## src/rtl/assert_macros.svh

```systemverilog
// assertion helpers used by the rtl
`ifndef ASSERT_MACROS_SVH
`define ASSERT_MACROS_SVH

`ifndef ASSERT_OFF

`define PTE_ASSERT_IMPLIES(label, clk, rst_n, ante, cons) \
    label: assert property (@(posedge clk) disable iff (!rst_n) (ante) |-> (cons)) \
        else $error("assertion failed");

`define PTE_ASSERT_NEXT(label, clk, rst_n, ante, cons) \
    label: assert property (@(posedge clk) disable iff (!rst_n) (ante) |=> (cons)) \
        else $error("assertion failed");

`else

`define PTE_ASSERT_IMPLIES(label, clk, rst_n, ante, cons)

`define PTE_ASSERT_NEXT(label, clk, rst_n, ante, cons)

`endif

`endif

```

## src/rtl/pte_sat_unit.sv

```systemverilog
`timescale 1ns / 1ps

module pte_sat_unit #(
    parameter int W = 16
) (
    input  logic [W-1:0] i_value,
    input  logic         i_down,
    output logic [W-1:0] o_result,
    output logic         o_zero
);

    always_comb begin
        o_zero = (i_value == '0);
        if (i_down) begin
            o_result = o_zero ? '0 : i_value - W'(1);
        end else begin
            o_result = (&i_value) ? i_value : i_value + W'(1);
        end
    end

endmodule

```

## config.mk

```make
export PLATFORM = sky130hd
export DESIGN_NAME = pte_sat_unit
export DESIGN_NICKNAME = d
export VERILOG_FILES = /design/src/rtl/assert_macros.svh /design/src/rtl/pte_sat_unit.sv
export SDC_FILE = /design/constraint.sdc
export NUM_CORES = 1
export LEC_CHECK = 0
export BUFFER_PORTS_ARGS = -buffer_cell sky130_fd_sc_hd__clkbuf_2
export CAP_MARGIN = 20
export CORE_MARGIN = 4
export CORE_UTILIZATION = 39
export DETAILED_ROUTE_END_ITERATION = 6
export PLACE_DENSITY_LB_ADDON = 0.08
export SLEW_MARGIN = 15
export SYNTH_ARGS = -nofsm -noshare
export SYNTH_HDL_FRONTEND = slang
export SYNTH_SLANG_ARGS = --single-unit
```

## constraint.sdc

```tcl
create_clock -name vclk -period 3.95
set_input_delay 0.79 -clock vclk [all_inputs]
set_output_delay 0.79 -clock vclk [all_outputs]
set_load 0.02 [all_outputs]
```

# Yosys cells after proc, flatten, opt, wreduce, memory -nomap -nowiden
# Index checks and enable logic that the tools add are counted.
word_totals:
  ff_bits: 0
  in_bits: 17
  elab_cells: 7
classes:
  addsub: 2
  muxes: 3
  n_reduce_logical: 2
op_table:
  columns: ["op", "n"]
  rows:
  - ["two-way mux 16 bit", 3]
  - ["adder 16 x 1 -> 16 bit (second input constant)", 1]
  - ["zero test 16 bit", 1]
  - ["AND reduction 16 bit", 1]
  - ["subtractor 16 x 1 -> 16 bit (second input constant)", 1]

# Longest topological paths before layout
# Gate-level depths: netlist of the first run.
depth:
  ltp_word: 3
  depth_mapped: 7

# Worst setup path after synthesis of the first run
# No wires, ideal clock.
synth_path:
  path_type: "input port to output port"
  start: "input port i_value[5]"
  end: "output port o_result[13]"
  t_arrival_ns: 2.415
  setup_slack_ns: 0.745
  cell_stages: 4
  path_buffers: 1
  path_cell_list: "buf_2 nand3_1 or3_1 o311ai_0"
synth_between:
  elab_chain_len: 3
  word_cells_on_any_way: 7
  classes_between: "2 x add/sub; 3 x mux; 2 x reduce/logical"
synth_rtl:
  columns: ["item", "line_no", "rtl"]
  rows:
  - ["from (decl)", "pte_sat_unit.sv:6", "input logic [W-1:0] i_value,"]
  - ["adder 16 x 1 -> 16 bit, or another cell as far along", "pte_sat_unit.sv:17", "o_result = (&i_value) ? i_value : i_value + W'(1);"]
  - ["two-way mux 16 bit (on tied branches)", "pte_sat_unit.sv:17, pte_sat_unit.sv:15", null]
  - ["two-way mux 16 bit (*)", "pte_sat_unit.sv:14", "if (i_down) begin"]
  - ["to (decl)", "pte_sat_unit.sv:8", "output logic [W-1:0] o_result,"]
# Mark *: on every way between the ends. The rest lies on a longest branch, timed or not.

# Worst setup path after layout of the first run
layout_path:
  start: "input port i_value[0]"
  end: "output port o_result[10]"
# Same word-level chain as after synthesis.

==> results.ini, run 1 <==
[logic_synthesis]
syn_area_per_cell_um2=6.63
yosys.area.top_type=nand2_1
synthTopCellsByArea=nand2_1 6.8%, nand3_1 4.8%, nor4_4 4.5%
netlist_area_um2=941
synth_cells=142
synth_nets=161
ys_seq_area_frac=0
ys_warn_count=0
ys_types=60
synth_top_area_frac=0.0678

[pwr]
leakagePower_nw=0.424
ir_drop_mv=0.0543
power.total_mw=0.101
power_density_mw_per_mm2=91.1

[sta]
hold_viol=0
layout_min_cycle_time_ns=3.38
relSlewSlack=0.683
fmax_ghz=0.296
rsz0062_at_grt=no
final-setup-viol-count=0
setup_tns_ns=0
drv_slew=0
tightest_slew_ns=0.472
hold_slack_ns=1.94
period_share=0.857

[floorplan]
die_height_um=57.1
die-area_mm2=0.00326
io-pin-count=34
core-area_mm2=0.00225
die_w_um=57.1
rows=17
start_util=0.417

[layout]
layout.cells.non_filler=198
register_area_um2=0
finalNetCount=191
final_layout_size_suffix_gt1_frac=0.276
multi_input_area_um2=881
num-fill-cells=265
flops_and_latches=0
syn_to_final_growth_pct=18.2
diodes=0
clkbuf_count=0
fin_area_mm2=0.00111

[route]
drtAntennaViolNets=0
vias=1248
drc_errors=0
viasPerCell=6.30
post_drt_wl_per_cell_um=15.4
dr.first_iter.drc_count=52
first_pass_iters=4
wirelength_um=3060

[hold_path]
hold_path_class=in -> out

[clocking]
post-cts-setup-buffers=0
ctsResizeCount=0
postCtsHoldBufs=0

[place]
gp_congestion=0.863
placed_cells=198
hpwl_um=2480
port_buffers=34
placed_cell_area_mm2=0.00111

[setup_path]
arrival_ns=2.59
critPathLaunchType=input pin
cp_max_fo=6
crit_path_end_kind=output pin
crit_required_ns=3.16
path_class=in -> out

[global_routing]
grtUsageTotal=0.187
grt_pass1_wl_um=5310
grt_pass1_vias=1175
antenna_found_initial=0
overflow=0
grt_max_degree=16

[job]
max-cap-violations=0

[status]
status=completed

[per-layer routing]
layer  vias to the layer above  GRT usage  wire length (um)  share of wire
met5                         -          0                 0              0
met4                         0    0.00993                 0              0
met3                         0    0.00226               124          0.041
met2                        37      0.336              1480           0.48
met1                       592      0.260              1460           0.48
li1                        619          -                 -              -
[kinds of logic (layout without fill, tap and decap cells)]
family,Yosys count,count (layout),synth area share
adder cells (fa/ha/maj),2,2,0.0266
buffers and inverters,12,40,0.0638
AND/OR/NAND/NOR,74,74,0.479
XOR/XNOR,3,3,0.0279
multiplexers,3,3,0.0319
AO/OA/AOI/OAI,48,48,0.371
[final timing paths]
path,from,depth (start not counted),endpoint,slack (ns)
max,i_value[0],9,o_result[10],0.57
min,i_value[11],3,o_result[11],1.94
[cells in the mapped netlist, types with 4 or more instances]
cell type,count
a21oi_1,7
a31oi_1,4
inv_1,5
nand2_1,17
nand3_1,9
nor2_1,10
nor3_1,5
nor4_1,4
o21ai_0,7
[critical path: stages]
cell and delay [ns]:
clkbuf_2 0.14, inv_1 0.07, ha_1 0.18, nor2b_1 0.27, nand2_1 0.23, or4_1 0.46
mux2i_1 0.13, mux2i_1 0.13, clkbuf_2 0.18
[placed cells by master, fill, tap and decap left out, drive strengths merged, types with 2 or more instances in the layout]
cell type  synthesis  routed
a21o               2       2
o22ai              3       3
mux2i              3       3
ha                 2       2
clkbuf             1      34
nand2             17      17
inv                5       5
xor2               2       2
a21oi              8       8
nand4              2       2
nor4               8       8
o31a               3       3
or4                3       3
nor3               7       7
or2                3       3
nand3b             3       3
o221ai             2       2
nand3             10      10
or3                2       2
o21ai              8       8
and2               3       3
a31oi              4       4
nor2              10      10
nor2b              3       3
[where the power goes]
group / internal, mW / switching [mW] / leakage (nW) / total [mW]
Sequential: 0 / 0 / 0 / 0
Combinational: 0.0337 / 0.0677 / 0.424 / 0.101
Clock: 0 / 0 / 0 / 0
[stage by stage]
stage               setup WS [ns]  utilization
global route                0.419        0.493
finish                      0.567        0.493
CTS                         0.549        0.493
floorplan                   0.745            -
detailed placement          0.555        0.493
global placement            0.608        0.493
[area by class of cell]
class | instances | share of cell area
repair buffers | 35 | 0.160
well taps | 28 | 0.0315
multi-input cells | 130 | 0.792
inverters | 5 | 0.0169
No activity file was read; power rests on OpenSTA's default activity.
==> inputs of run 2 (changes only) <==
--- a/config.mk
+++ b/config.mk
@@ -10,8 +10,8 @@
 export CORE_MARGIN = 4
 export CORE_UTILIZATION = 39
 export DETAILED_ROUTE_END_ITERATION = 6
+export MAX_ROUTING_LAYER = met4
 export PLACE_DENSITY_LB_ADDON = 0.08
-export SLEW_MARGIN = 15
 export SYNTH_ARGS = -nofsm -noshare
 export SYNTH_HDL_FRONTEND = slang
 export SYNTH_SLANG_ARGS = --single-unit
==> results.ini, run 2 (synthesis gave the netlist of run 1 again) <==
[setup_path]
crit_required_ns=3.16  ; about the same
cp_max_fo=6  ; unchanged
path_cells=clkbuf_2, inv_1, ha_1, nor2b_1, nand2_1, or4_1, mux2i_1, mux2i_1, clkbuf_2
slowest_delay_ns=0.46  ; about the same
cpMaxStageDelayCell=or4_1
critPathLaunchType=input pin
path_class=in -> out
crit_path_end_kind=output pin
arrival_ns=2.60  ; about the same
worstSetupStartpoint=i_value[0]

[sta]
layout_min_cycle_time_ns=3.39  ; +0.0106 ns
fmax_ghz=0.295  ; -0.31%
hold_viol=0  ; unchanged
setup_tns_ns=0  ; unchanged
relSlewSlack=0.685  ; +0.00171
final-setup-viol-count=0  ; unchanged
setup_ws_ns=0.556  ; -0.0106 ns
rsz0062_at_grt=no
tightest_slew_ns=0.470  ; -0.00254 ns
period_share=0.859  ; +0.00268
drv_slew=0  ; unchanged

[hold_path]
hold-path-endpoint=o_result[11]
hold_path_class=in -> out
hold_depth=3  ; unchanged
hp-start=i_value[11]

[route]
vias=1261  ; +1.0%
drc_errors=0  ; unchanged
post_drt_wl_per_cell_um=15.4  ; -0.42%
dr.first_iter.drc_count=50  ; -3.8%
first_pass_iters=4  ; unchanged
viasPerCell=6.37  ; +1.0%
drtAntennaViolNets=0  ; unchanged
wirelength_um=3050  ; -0.42%

[layout]
diodes=0  ; unchanged
register_area_um2=0  ; unchanged
fin_util=0.493  ; unchanged
finalNetCount=191  ; unchanged
final_cell_mix=34 x clkbuf_2, 17 x nand2_1, 10 x nor2_1
final_common_cell=clkbuf_2
clkbuf_count=0  ; unchanged
flops_and_latches=0  ; unchanged
final_layout_size_suffix_gt1_frac=0.276  ; unchanged
syn_to_final_growth_pct=18.2  ; unchanged

[pwr]
leakagePower_nw=0.424  ; unchanged
ir_drop_mv=0.0546  ; +0.62%
power.total_mw=0.101  ; about the same
power_density_mw_per_mm2=91.0  ; about the same

[floorplan]
io-pin-count=34  ; unchanged
core-area_mm2=0.00225  ; unchanged
start_util=0.417  ; unchanged
die_height_um=57.1  ; unchanged
die-area_mm2=0.00326  ; unchanged
die_w_um=57.1  ; unchanged
rows=17  ; unchanged

[place]
hpwl_um=2480  ; unchanged
port_buffers=34  ; unchanged
dp_slack_ns=0.555  ; unchanged
gp_congestion=0.876  ; +1.6%

[clocking]
ctsResizeCount=0  ; unchanged
postCtsHoldBufs=0  ; unchanged
post-cts-setup-buffers=0  ; unchanged

[global_routing]
grt_max_degree=16  ; unchanged
grt_pass1_wl_um=5310  ; unchanged
overflow=0  ; unchanged
antenna_found_initial=0  ; unchanged
grt_pass1_vias=1174  ; -0.085%
grtUsageTotal=0.192  ; +0.00559

[job]
max-cap-violations=0  ; unchanged

[status]
status=completed

[run 2: layout make-up]
| class | instances | area (um2) |
|---|---|---|
| Fill cell | 265 | 1140 |
| Timing Repair Buffer | 35 | 178 |
| Multi-Input combinational cell | 130 | 881 |
| Tap cell | 28 | 35.0 |
| Inverter | 5 | 18.8 |
[run 2: worst max-delay path by stage]
stage,to,slack [ns]
2_1_floorplan,o_result[13],0.74
3_3_place_gp,o_result[10],0.61
3_5_place_dp,o_result[10],0.55
4_1_cts,o_result[10],0.55
5_1_grt,o_result[3],0.42
6_report,o_result[10],0.56
[run 2: critical path: cells and delay by family]
kind          cells  cell delay (ns)
buf+inv           3             0.39
fa+ha+maj         1             0.18
simple gates      3             0.97
mux               2             0.26
[run 2: power breakdown]
| group | switching (mW) | internal, mW |
|---|---|---|
| sequential | 0 | 0 |
| combinational | 0.0676 | 0.0336 |
| clock | 0 | 0 |
[run 2: metal layers]
layer	vias up	global-route usage	share of wire
li1	622	-	-
met1	590	0.260	0.45
met2	49	0.336	0.49
met3	0	0.00226	0.057
met4	0	0.00993	0
met5	-	-	0
[run 2: through the flow]
step	instances	instance area [um2]	hold slack (ns)
2_1_floorplan	142	941	1.65
3_3_place_gp	198	1110	1.93
3_5_place_dp	198	1110	1.94
4_1_cts	198	1110	1.93
5_1_grt	198	1110	1.96
6_report	198	1110	1.93
